===== config.mk =====
export PLATFORM = sky130hd
export DESIGN_NAME = prpz_geom
export DESIGN_NICKNAME = d
export VERILOG_FILES = /design/src/sv/prpz_pkg.sv /design/src/sv/prpz_geom.sv
export SDC_FILE = /design/constraint.sdc
export NUM_CORES = 2
export LEC_CHECK = 0
export BUFFER_PORTS_ARGS = -buffer_cell sky130_fd_sc_hd__buf_2
export CELL_PAD_IN_SITES_DETAIL_PLACEMENT = 1
export CELL_PAD_IN_SITES_GLOBAL_PLACEMENT = 2
export CORE_MARGIN = 3
export CORE_UTILIZATION = 37
export DETAILED_ROUTE_END_ITERATION = 7
export GPL_TIMING_DRIVEN = 0
export PLACE_DENSITY = 0.78
export SLEW_MARGIN = 20
export SYNTH_ARGS = -nofsm -noshare
export SYNTH_HDL_FRONTEND = slang
export SYNTH_SLANG_ARGS = --single-unit

===== constraint.sdc =====
create_clock -name aclk -period 10.3 [get_ports aclk]
set_input_delay 1.03 -clock aclk [delete_from_list [all_inputs] [get_ports aclk]]
set_output_delay 1.03 -clock aclk [all_outputs]
set_load 0.05 [all_outputs]

===== src/sv/prpz_pkg.sv =====
// Shared constants, types and helpers for the point rotate / project / depth-buffer block.
// No dependencies; every other file refers to this package by scoped names.
package prpz_pkg;

    localparam int SCREEN_WIDTH     = 100;
    localparam int SCREEN_HEIGHT    = 50;
    localparam int PROJECTION_SCALE = 40;
    localparam int CELLS            = SCREEN_WIDTH * SCREEN_HEIGHT;
    localparam int CELL_W           = $clog2(CELLS);
    localparam int HALF_W           = SCREEN_WIDTH / 2;
    localparam int HALF_H           = SCREEN_HEIGHT / 2;

    localparam logic [7:0] SPACE_GLYPH = 8'd32;

    localparam logic [2:0] REG_SIN_A  = 3'd0;
    localparam logic [2:0] REG_COS_A  = 3'd1;
    localparam logic [2:0] REG_SIN_B  = 3'd2;
    localparam logic [2:0] REG_COS_B  = 3'd3;
    localparam logic [2:0] REG_SIN_C  = 3'd4;
    localparam logic [2:0] REG_COS_C  = 3'd5;
    localparam logic [2:0] REG_CAM    = 3'd6;
    localparam logic [2:0] REG_SHIFT  = 3'd7;

    localparam logic CMD_PLOT = 1'b0;
    localparam logic CMD_READ = 1'b1;

    typedef struct packed {
        logic signed [15:0] sa;
        logic signed [15:0] ca;
        logic signed [15:0] sb;
        logic signed [15:0] cb;
        logic signed [15:0] sc;
        logic signed [15:0] cc;
        logic        [7:0]  cam;
        logic signed [6:0]  shift;
    } cfg_t;

    typedef struct packed {
        logic              hit;
        logic [CELL_W-1:0] cell_idx;
        logic [15:0]       ooz;
    } geom_res_t;

    function automatic logic signed [63:0] trunc_pow2(input logic signed [63:0] v,
                                                      input int sh);
        logic signed [63:0] q;
        logic [63:0]        mask;
        q    = v >>> sh;
        mask = (64'd1 << sh) - 64'd1;
        if (v[63] && ((v & mask) != 64'd0)) begin
            q = q + 64'sd1;
        end
        return q;
    endfunction

endpackage


===== src/sv/prpz_geom.sv =====
// Rotation, reciprocal depth and projection sequencer around one shared signed multiplier
// and a bit-serial divider. Depends on prpz_pkg.
module prpz_geom (
    input  logic                aclk,
    input  logic                aresetn,
    input  logic                start,
    input  prpz_pkg::cfg_t      cfg,
    input  logic signed [6:0]   point_x,
    input  logic signed [6:0]   point_y,
    input  logic signed [6:0]   point_z,
    output logic                done,
    output prpz_pkg::geom_res_t res
);

    localparam logic [3:0] G_IDLE = 4'd0;
    localparam logic [3:0] G_ROT  = 4'd1;
    localparam logic [3:0] G_ZCHK = 4'd2;
    localparam logic [3:0] G_DIV  = 4'd3;
    localparam logic [3:0] G_PX   = 4'd4;
    localparam logic [3:0] G_PY   = 4'd5;
    localparam logic [3:0] G_PS   = 4'd6;
    localparam logic [3:0] G_IDX  = 4'd7;
    localparam logic [3:0] G_DONE = 4'd8;

    localparam logic [2:0] D_U = 3'd0;
    localparam logic [2:0] D_V = 3'd1;
    localparam logic [2:0] D_W = 3'd2;
    localparam logic [2:0] D_T = 3'd3;
    localparam logic [2:0] D_X = 3'd4;
    localparam logic [2:0] D_Y = 3'd5;
    localparam logic [2:0] D_Z = 3'd6;

    localparam int ROT_STEPS = 16;
    localparam int SCALE2_W  = $clog2(2 * prpz_pkg::PROJECTION_SCALE + 1);
    localparam logic [SCALE2_W-1:0] SCALE_X = SCALE2_W'(2 * prpz_pkg::PROJECTION_SCALE);
    localparam logic [SCALE2_W-1:0] SCALE_Y = SCALE2_W'(prpz_pkg::PROJECTION_SCALE);
    localparam int OOZK_W    = 16 + SCALE2_W;
    localparam int MB_W      = OOZK_W + 1;
    localparam int MA_W      = 28;
    localparam int P_W       = MA_W + MB_W;

    logic [3:0]                state_reg, state_next;
    logic [4:0]                step_reg;
    logic signed [6:0]         pi_reg, pj_reg, pk_reg;
    logic signed [23:0]        u_reg, v_reg;
    logic signed [39:0]        w_reg;
    logic signed [22:0]        t_reg;
    logic signed [63:0]        x_reg, y_reg, z_reg;
    logic signed [P_W-1:0]     p_reg, colp_reg;
    logic                      acc_vld_reg;
    logic [2:0]                acc_dst_reg;
    logic [4:0]                acc_sh_reg;
    logic                      acc_neg_reg;
    logic [63:0]               rem_reg;
    logic [15:0]               q_reg;
    logic [3:0]                bit_reg;
    logic [15:0]               ooz_reg;
    logic signed [27:0]        xp_reg, yp_reg;
    logic                      hit_reg;
    logic [prpz_pkg::CELL_W-1:0] cell_reg;

    logic signed [MA_W-1:0]    mul_a;
    logic signed [MB_W-1:0]    mul_b;
    logic [2:0]                rot_dst;
    logic [4:0]                rot_sh;
    logic                      rot_neg;
    logic signed [63:0]        acc_val;
    logic signed [63:0]        x14, y14, colq, rowq;
    logic [OOZK_W-1:0]         ooz_x, ooz_y;
    logic [63:0]               rem_sh;
    logic signed [35:0]        idx;

    always_comb begin
        rot_dst = D_U;
        rot_sh  = 5'd0;
        rot_neg = 1'b0;
        mul_a   = '0;
        mul_b   = '0;
        x14     = prpz_pkg::trunc_pow2(x_reg, 28);
        y14     = prpz_pkg::trunc_pow2(y_reg, 28);
        ooz_x   = OOZK_W'(ooz_reg * SCALE_X);
        ooz_y   = OOZK_W'(ooz_reg * SCALE_Y);
        if (state_reg == G_ROT) begin
            case (step_reg)
                5'd0:  begin mul_a = MA_W'(pj_reg); mul_b = MB_W'(cfg.sa); end
                5'd1:  begin mul_a = MA_W'(pk_reg); mul_b = MB_W'(cfg.ca); rot_neg = 1'b1; end
                5'd2:  begin mul_a = MA_W'(pj_reg); mul_b = MB_W'(cfg.ca); rot_dst = D_V; end
                5'd3:  begin mul_a = MA_W'(pk_reg); mul_b = MB_W'(cfg.sa); rot_dst = D_V; end
                5'd4:  begin mul_a = MA_W'(u_reg);  mul_b = MB_W'(cfg.sb); rot_dst = D_W; end
                5'd5:  begin
                    mul_a = MA_W'(u_reg); mul_b = MB_W'(cfg.cb);
                    rot_dst = D_Z; rot_sh = 5'd14; rot_neg = 1'b1;
                end
                5'd6:  begin
                    mul_a = MA_W'(pi_reg); mul_b = MB_W'(cfg.sb);
                    rot_dst = D_Z; rot_sh = 5'd28;
                end
                5'd7:  begin mul_a = MA_W'(pi_reg); mul_b = MB_W'(cfg.cb); rot_dst = D_T; end
                5'd8:  begin
                    mul_a = MA_W'(v_reg); mul_b = MB_W'(cfg.sc); rot_dst = D_X; rot_sh = 5'd14;
                end
                5'd9:  begin
                    mul_a = MA_W'(v_reg); mul_b = MB_W'(cfg.cc); rot_dst = D_Y; rot_sh = 5'd14;
                end
                5'd10: begin
                    mul_a = {8'd0, w_reg[19:0]}; mul_b = MB_W'(cfg.cc); rot_dst = D_X;
                end
                5'd11: begin
                    mul_a = MA_W'(signed'(w_reg[39:20])); mul_b = MB_W'(cfg.cc);
                    rot_dst = D_X; rot_sh = 5'd20;
                end
                5'd12: begin
                    mul_a = {8'd0, w_reg[19:0]}; mul_b = MB_W'(cfg.sc);
                    rot_dst = D_Y; rot_neg = 1'b1;
                end
                5'd13: begin
                    mul_a = MA_W'(signed'(w_reg[39:20])); mul_b = MB_W'(cfg.sc);
                    rot_dst = D_Y; rot_sh = 5'd20; rot_neg = 1'b1;
                end
                5'd14: begin
                    mul_a = MA_W'(t_reg); mul_b = MB_W'(cfg.cc); rot_dst = D_X; rot_sh = 5'd14;
                end
                5'd15: begin
                    mul_a = MA_W'(t_reg); mul_b = MB_W'(cfg.sc);
                    rot_dst = D_Y; rot_sh = 5'd14; rot_neg = 1'b1;
                end
                default: begin
                    mul_a = '0;
                    mul_b = '0;
                end
            endcase
        end else if (state_reg == G_PX) begin
            mul_a = MA_W'(x14);
            mul_b = MB_W'({1'b0, ooz_x});
        end else if (state_reg == G_PY) begin
            mul_a = MA_W'(y14);
            mul_b = MB_W'({1'b0, ooz_y});
        end
    end

    always_comb begin
        acc_val = 64'(p_reg) <<< acc_sh_reg;
        if (acc_neg_reg) begin
            acc_val = -acc_val;
        end
        colq = (64'(signed'(32'(prpz_pkg::HALF_W))) + 64'(cfg.shift)) * (64'sd1 <<< 30)
             + 64'(colp_reg);
        rowq = 64'(signed'(32'(prpz_pkg::HALF_H))) * (64'sd1 <<< 30) + 64'(p_reg);
        rem_sh = {rem_reg[62:0], 1'b0};
        idx = 36'(xp_reg) + 36'(yp_reg) * 36'(prpz_pkg::SCREEN_WIDTH);
    end

    always_comb begin
        state_next = state_reg;
        unique case (state_reg)
            G_IDLE: if (start) state_next = G_ROT;
            G_ROT:  if (step_reg == 5'(ROT_STEPS)) state_next = G_ZCHK;
            G_ZCHK: begin
                if (z_reg <= 64'sd0) begin
                    state_next = G_DONE;
                end else if (z_reg <= (64'sd1 <<< 42)) begin
                    state_next = G_PX;
                end else begin
                    state_next = G_DIV;
                end
            end
            G_DIV:  if (bit_reg == 4'd0) state_next = G_PX;
            G_PX:   state_next = G_PY;
            G_PY:   state_next = G_PS;
            G_PS:   state_next = G_IDX;
            G_IDX:  state_next = G_DONE;
            G_DONE: state_next = G_IDLE;
            default: state_next = G_IDLE;
        endcase
    end

    always_ff @(posedge aclk) begin
        if (!aresetn) begin
            state_reg   <= G_IDLE;
            acc_vld_reg <= 1'b0;
            step_reg    <= '0;
        end else begin
            state_reg   <= state_next;
            acc_vld_reg <= (state_reg == G_ROT) && (step_reg < 5'(ROT_STEPS));
            if (state_reg == G_ROT) begin
                step_reg <= step_reg + 5'd1;
            end else begin
                step_reg <= '0;
            end
        end
    end

    always_ff @(posedge aclk) begin
        p_reg       <= P_W'(mul_a * mul_b);
        acc_dst_reg <= rot_dst;
        acc_sh_reg  <= rot_sh;
        acc_neg_reg <= rot_neg;
        if (start && state_reg == G_IDLE) begin
            pi_reg <= point_x;
            pj_reg <= point_y;
            pk_reg <= point_z;
            u_reg  <= '0;
            v_reg  <= '0;
            w_reg  <= '0;
            t_reg  <= '0;
            x_reg  <= '0;
            y_reg  <= '0;
            z_reg  <= 64'(cfg.cam) <<< 42;
        end else if (acc_vld_reg) begin
            case (acc_dst_reg)
                D_U:     u_reg <= u_reg + acc_val[23:0];
                D_V:     v_reg <= v_reg + acc_val[23:0];
                D_W:     w_reg <= w_reg + acc_val[39:0];
                D_T:     t_reg <= t_reg + acc_val[22:0];
                D_X:     x_reg <= x_reg + acc_val;
                D_Y:     y_reg <= y_reg + acc_val;
                D_Z:     z_reg <= z_reg + acc_val;
                default: u_reg <= u_reg;
            endcase
        end
        if (state_reg == G_ZCHK) begin
            hit_reg <= 1'b0;
            ooz_reg <= 16'hFFFF;
            rem_reg <= 64'd1 << 42;
            q_reg   <= '0;
            bit_reg <= 4'd15;
        end
        if (state_reg == G_DIV) begin
            if (rem_sh >= 64'(z_reg)) begin
                rem_reg <= rem_sh - 64'(z_reg);
                q_reg   <= {q_reg[14:0], 1'b1};
                ooz_reg <= {q_reg[14:0], 1'b1};
            end else begin
                rem_reg <= rem_sh;
                q_reg   <= {q_reg[14:0], 1'b0};
                ooz_reg <= {q_reg[14:0], 1'b0};
            end
            bit_reg <= bit_reg - 4'd1;
        end
        if (state_reg == G_PY) begin
            colp_reg <= p_reg;
        end
        if (state_reg == G_PS) begin
            xp_reg <= 28'(prpz_pkg::trunc_pow2(colq, 30));
            yp_reg <= 28'(prpz_pkg::trunc_pow2(rowq, 30));
        end
        if (state_reg == G_IDX) begin
            hit_reg  <= (idx >= 36'sd0) && (idx < 36'(prpz_pkg::CELLS));
            cell_reg <= idx[prpz_pkg::CELL_W-1:0];
        end
    end

    assign done         = (state_reg == G_DONE);
    assign res.hit      = hit_reg;
    assign res.cell_idx = cell_reg;
    assign res.ooz      = ooz_reg;

endmodule


==> impl_summary.md <==
Timing
Setup violations remaining at the end of the flow were counted as 2. The worst hold-check slack is 440 ps. The number of slew-limit violations in the final report is 0. Derived from the worst setup path, the maximum achievable clock frequency is between 90 and 100 MHz.

The remaining max-slew budget at the tightest pin is 0.221. Setup repair after global routing could not meet its margin everywhere. The smallest clock period supported by the final layout is computed as 10,370 ps. The clock tree skew after final layout is 49.2 ps.

In the finished design, the share of the clock period the worst path needs comes to 1.01. The count of final hold-check violations came to 0. At the pin with the least slew margin, the transition time is about 1200 ps. In the post-route analysis, the smallest setup slack over all paths is -74.3 ps.

Setup path
The cell with the most instances on the worst path is sky130_fd_sc_hd__a21oi_2. The largest individual stage delay along the critical path comes from the cell sky130_fd_sc_hd__fa_2. STA classifies the critical path startpoint as a flop.

The worst setup path is captured at a flop. Data on the critical path arrives at its endpoint at about 11,000 ps. The peak fanout along the critical path is 8. The largest single stage delay on the critical path is 640 ps. The critical path required time is ~11,000 ps. The kind of critical path is reg -> reg.

Placement
Including well taps, the total number of placed cells is between 10,000 and 15,000. The count of buffers inserted at the top-level ports is 165. The worst slack at placement is -2820 ps. The area after detailed placement is 83,400 µm². Routability-driven placement finished with a final weighted congestion of between 1 and 1.5. Detailed placement ended at an HPWL of approximately 270,000 µm.

Clocking
The total clock sinks is between 600 and 700. TritonCTS created 80 clock buffers. The level count of the clock H-tree is 3. The number of hold buffers added after CTS was 0. The buffer cell driving the clock tree root is sky130_fd_sc_hd__clkbuf_16. For the worst-skew pair, the clock arrives at the later sink with an insertion delay of roughly 730 ps. The clock input transition at the sequential cells of the worst setup and hold paths is about 60 ps.

The maximum buffer depth of the clock tree is 3. The clock tree from TritonCTS is yes.

Routing
Dividing the detail-routed wire length by the instance count gives 26.1 µm. The count of nets left with antenna violations once routing finished came out at 0. The sum of routed wire length over all layers is 327,000 µm.

In this run, the number of DRC markers left after iteration 0 of detailed routing was just under 5,000. The count of vias placed by the detailed router is between 70,000 and 80,000. In the routed design, unresolved DRC markers number 0. The first detailed-routing pass ran for 7 iterations. Dividing the detail-routed via count by the number of cells gives ~5.7.

Synth
The count of flip-flops with a built-in enable after synthesis is 241. In the synthesized netlist, the number of instances is slightly above 9,000. The async set-reset flop share out of synthesis is 0.

Among all flip-flop cells after synthesis, the most frequent one is sky130_fd_sc_hd__dfxtp_1. The synthesized design contains between 600 and 700 register bits. sky130_fd_sc_hd__fa_1 takes more of the synthesized area than any other cell. Counting instances in the post-synthesis netlist gives the leading cell types as 1,267 x sky130_fd_sc_hd__nand2_1, 1,142 x sky130_fd_sc_hd__inv_1, 780 x sky130_fd_sc_hd__a21oi_1. Sorting the synthesized cells by area gives the leading types as sky130_fd_sc_hd__fa_1 19%, sky130_fd_sc_hd__ha_1 11%, sky130_fd_sc_hd__dfxtp_1 9.4%.

The total nets after synthesis is around 11,000. The unique cell type count in the Yosys netlist is approximately 110. Summing every instance area after synthesis gives between 70,000 and 80,000 µm².

The synthesized area divided by synthesized cell count is about 8.3 µm². sky130_fd_sc_hd__nand2_1 is the most common cell in the netlist. The sequential cell area fraction in the yosys report is 0.187. The total of warnings raised by yosys is 0. The area share of the largest cell type after synthesis is 0.188.

Floorplan
The horizontal extent of the die is 465 µm. ~170 I/O pins were placed. Measured along the y axis, the die boundary spans roughly 460 µm. After floorplanning, the core was divided into between 150 and 200 placement rows. The effective utilization at floorplan is 0.374. The die outline area is 216,000 µm². The total area inside the core boundary comes to around 210,000 µm².

Min path
The tightest min-delay check is of the reg -> reg type.

Final layout
After the last flow step, the layout net total stands at ~11,000. The area growth from synthesis to layout is 13.4%. The final non-filler cell area is a little under 90,000 µm². The post-layout utilization of the core is 0.424.

In the final layout, the share of cells above drive strength 1 is 0.101. The count of cells in the finished layout, fillers not included, comes to 12,500.

Power
The analysis attributes to cell leakage a power of slightly below 40 nW. For this design the ratio of total power to cell area is between 200 and 300 nW/µm². The maximum resistive drop on vdd is about 300 µV.

GRT
Entering global routing, the biggest net connects 33 pins. The overall fraction of global-route tracks in use is 0.296. The number of global-route vias before repair came to ~75,000.

The residual overflow from global routing is 0. The number of antenna violations at the first check in global routing was 16. The first global-routing pass estimated 484,000 µm of wire.

Status
The flow ran to the end, but the final reports show violations. The checks that failed: negative setup slack.

Job
Across the run, the number of max-cap violations was 0.
==> layer usage <==
metal	share of wire	wire length, µm	vias up	global-route usage
li1	-	-	32600	-
met1	0.44	144000	36300	0.399
met2	0.44	145000	2163	0.468
met3	0.062	20400	575	0.0468
met4	0.051	16800	2	0.130
met5	0.00046	149	-	0
==> worst max-delay path: cells and delay by family (launching register included) <==
family                   cells  cell delay, ps
XOR/XNOR                     1             170
AO/OA/AOI/OAI               18            2790
buffers and inverters        7             840
AND/OR/NAND/NOR              6            1060
adder cells (fa/ha/maj)     11            4870
flip-flops                   1             550
==> layout by cell type, fill, tap and decap left out, types with 61 or more instances in the layout <==
master | Yosys | final
sky130_fd_sc_hd__ha_1 | 671 | 653
sky130_fd_sc_hd__nor2_1 | 651 | 621
sky130_fd_sc_hd__and3_1 | 77 | 75
sky130_fd_sc_hd__a21o_1 | 245 | 243
sky130_fd_sc_hd__clkbuf_1 | 334 | 231
sky130_fd_sc_hd__xnor2_1 | 398 | 375
sky130_fd_sc_hd__nor4_1 | 73 | 62
sky130_fd_sc_hd__fa_1 | 729 | 702
sky130_fd_sc_hd__nand4_1 | 83 | 83
sky130_fd_sc_hd__and2_1 | 72 | 70
sky130_fd_sc_hd__clkbuf_16 | 0 | 82
sky130_fd_sc_hd__edfxtp_1 | 241 | 241
sky130_fd_sc_hd__nand2_1 | 1267 | 1264
sky130_fd_sc_hd__inv_1 | 1142 | 1128
sky130_fd_sc_hd__a21oi_1 | 780 | 758
sky130_fd_sc_hd__or3_1 | 80 | 78
sky130_fd_sc_hd__nor3_1 | 129 | 119
sky130_fd_sc_hd__buf_2 | 17 | 192
sky130_fd_sc_hd__nand3_1 | 203 | 199
sky130_fd_sc_hd__o21bai_1 | 95 | 95
sky130_fd_sc_hd__mux2i_1 | 62 | 61
sky130_fd_sc_hd__a22oi_1 | 78 | 73
sky130_fd_sc_hd__a211oi_1 | 80 | 79
sky130_fd_sc_hd__o21ai_0 | 336 | 312
sky130_fd_sc_hd__dfxtp_1 | 365 | 359
sky130_fd_sc_hd__nand2b_1 | 86 | 85
sky130_fd_sc_hd__xor2_1 | 194 | 181
sky130_fd_sc_hd__nor2b_1 | 67 | 67
sky130_fd_sc_hd__buf_4 | 3 | 79
==> through the flow <==
step                      total power [mW]  setup TNS [ps]
final                                 25.4            -143
after global routing                  27.4           -1470
after CTS                             24.8               0
after detailed placement              21.1          -54550
after global placement                20.5         -108210
after floorplan                       14.5               0
==> cell type report <==
cell class              count  area, µm²
diodes                      8       20.0
flip-flops and latches    606      14600
plain buffers             359       1750
fillers                 24700     120000
well taps                2788       3490
clock buffers             108       2280
repair buffers            288       2160
multi-input cells        7195      59200
inverters                1145       4300
clock inverters            39        454
==> what timing repair did <==
action                                  4_1_cts  5_1_grt
endpoints found under the setup margin       35       19
gates resized for setup                     291      195
setup buffers                                41       31
pin swaps                                    62       95
==> worst paths after layout <==
check | start | to | slack, ps | cells after the start
setup / recovery | ooz_reg[1] | p_reg[49] | -70 | 43
hold / removal | xp_reg[1] | cell_reg[1] | 440 | 0
setup reg to reg | ooz_reg[1] | p_reg[49] | -70 | 43
hold reg to reg | xp_reg[1] | cell_reg[1] | 440 | 0
==> cells by family (layout without fill, tap and decap cells) <==
logic type,count (synthesis),after routing,share of synthesized area
AOI/OAI and AO/OA,2127,2127,0.175
xor gates and xnor gates,594,594,0.0673
DFF,606,606,0.187
muxes,151,151,0.0297
adders and majority gates,1400,1400,0.296
buffers and inverters,1528,1939,0.0751
other,0,8,0
and+or+nand+nor,2923,2923,0.171
==> where the power goes <==
part	switching (mW)	total [mW]	internal, mW
Sequential	0.348	3.24	2.89
Combinational	12.3	19.2	6.91
Clock	1.26	3.00	1.74
No activity file was read; power rests on OpenSTA's default activity.
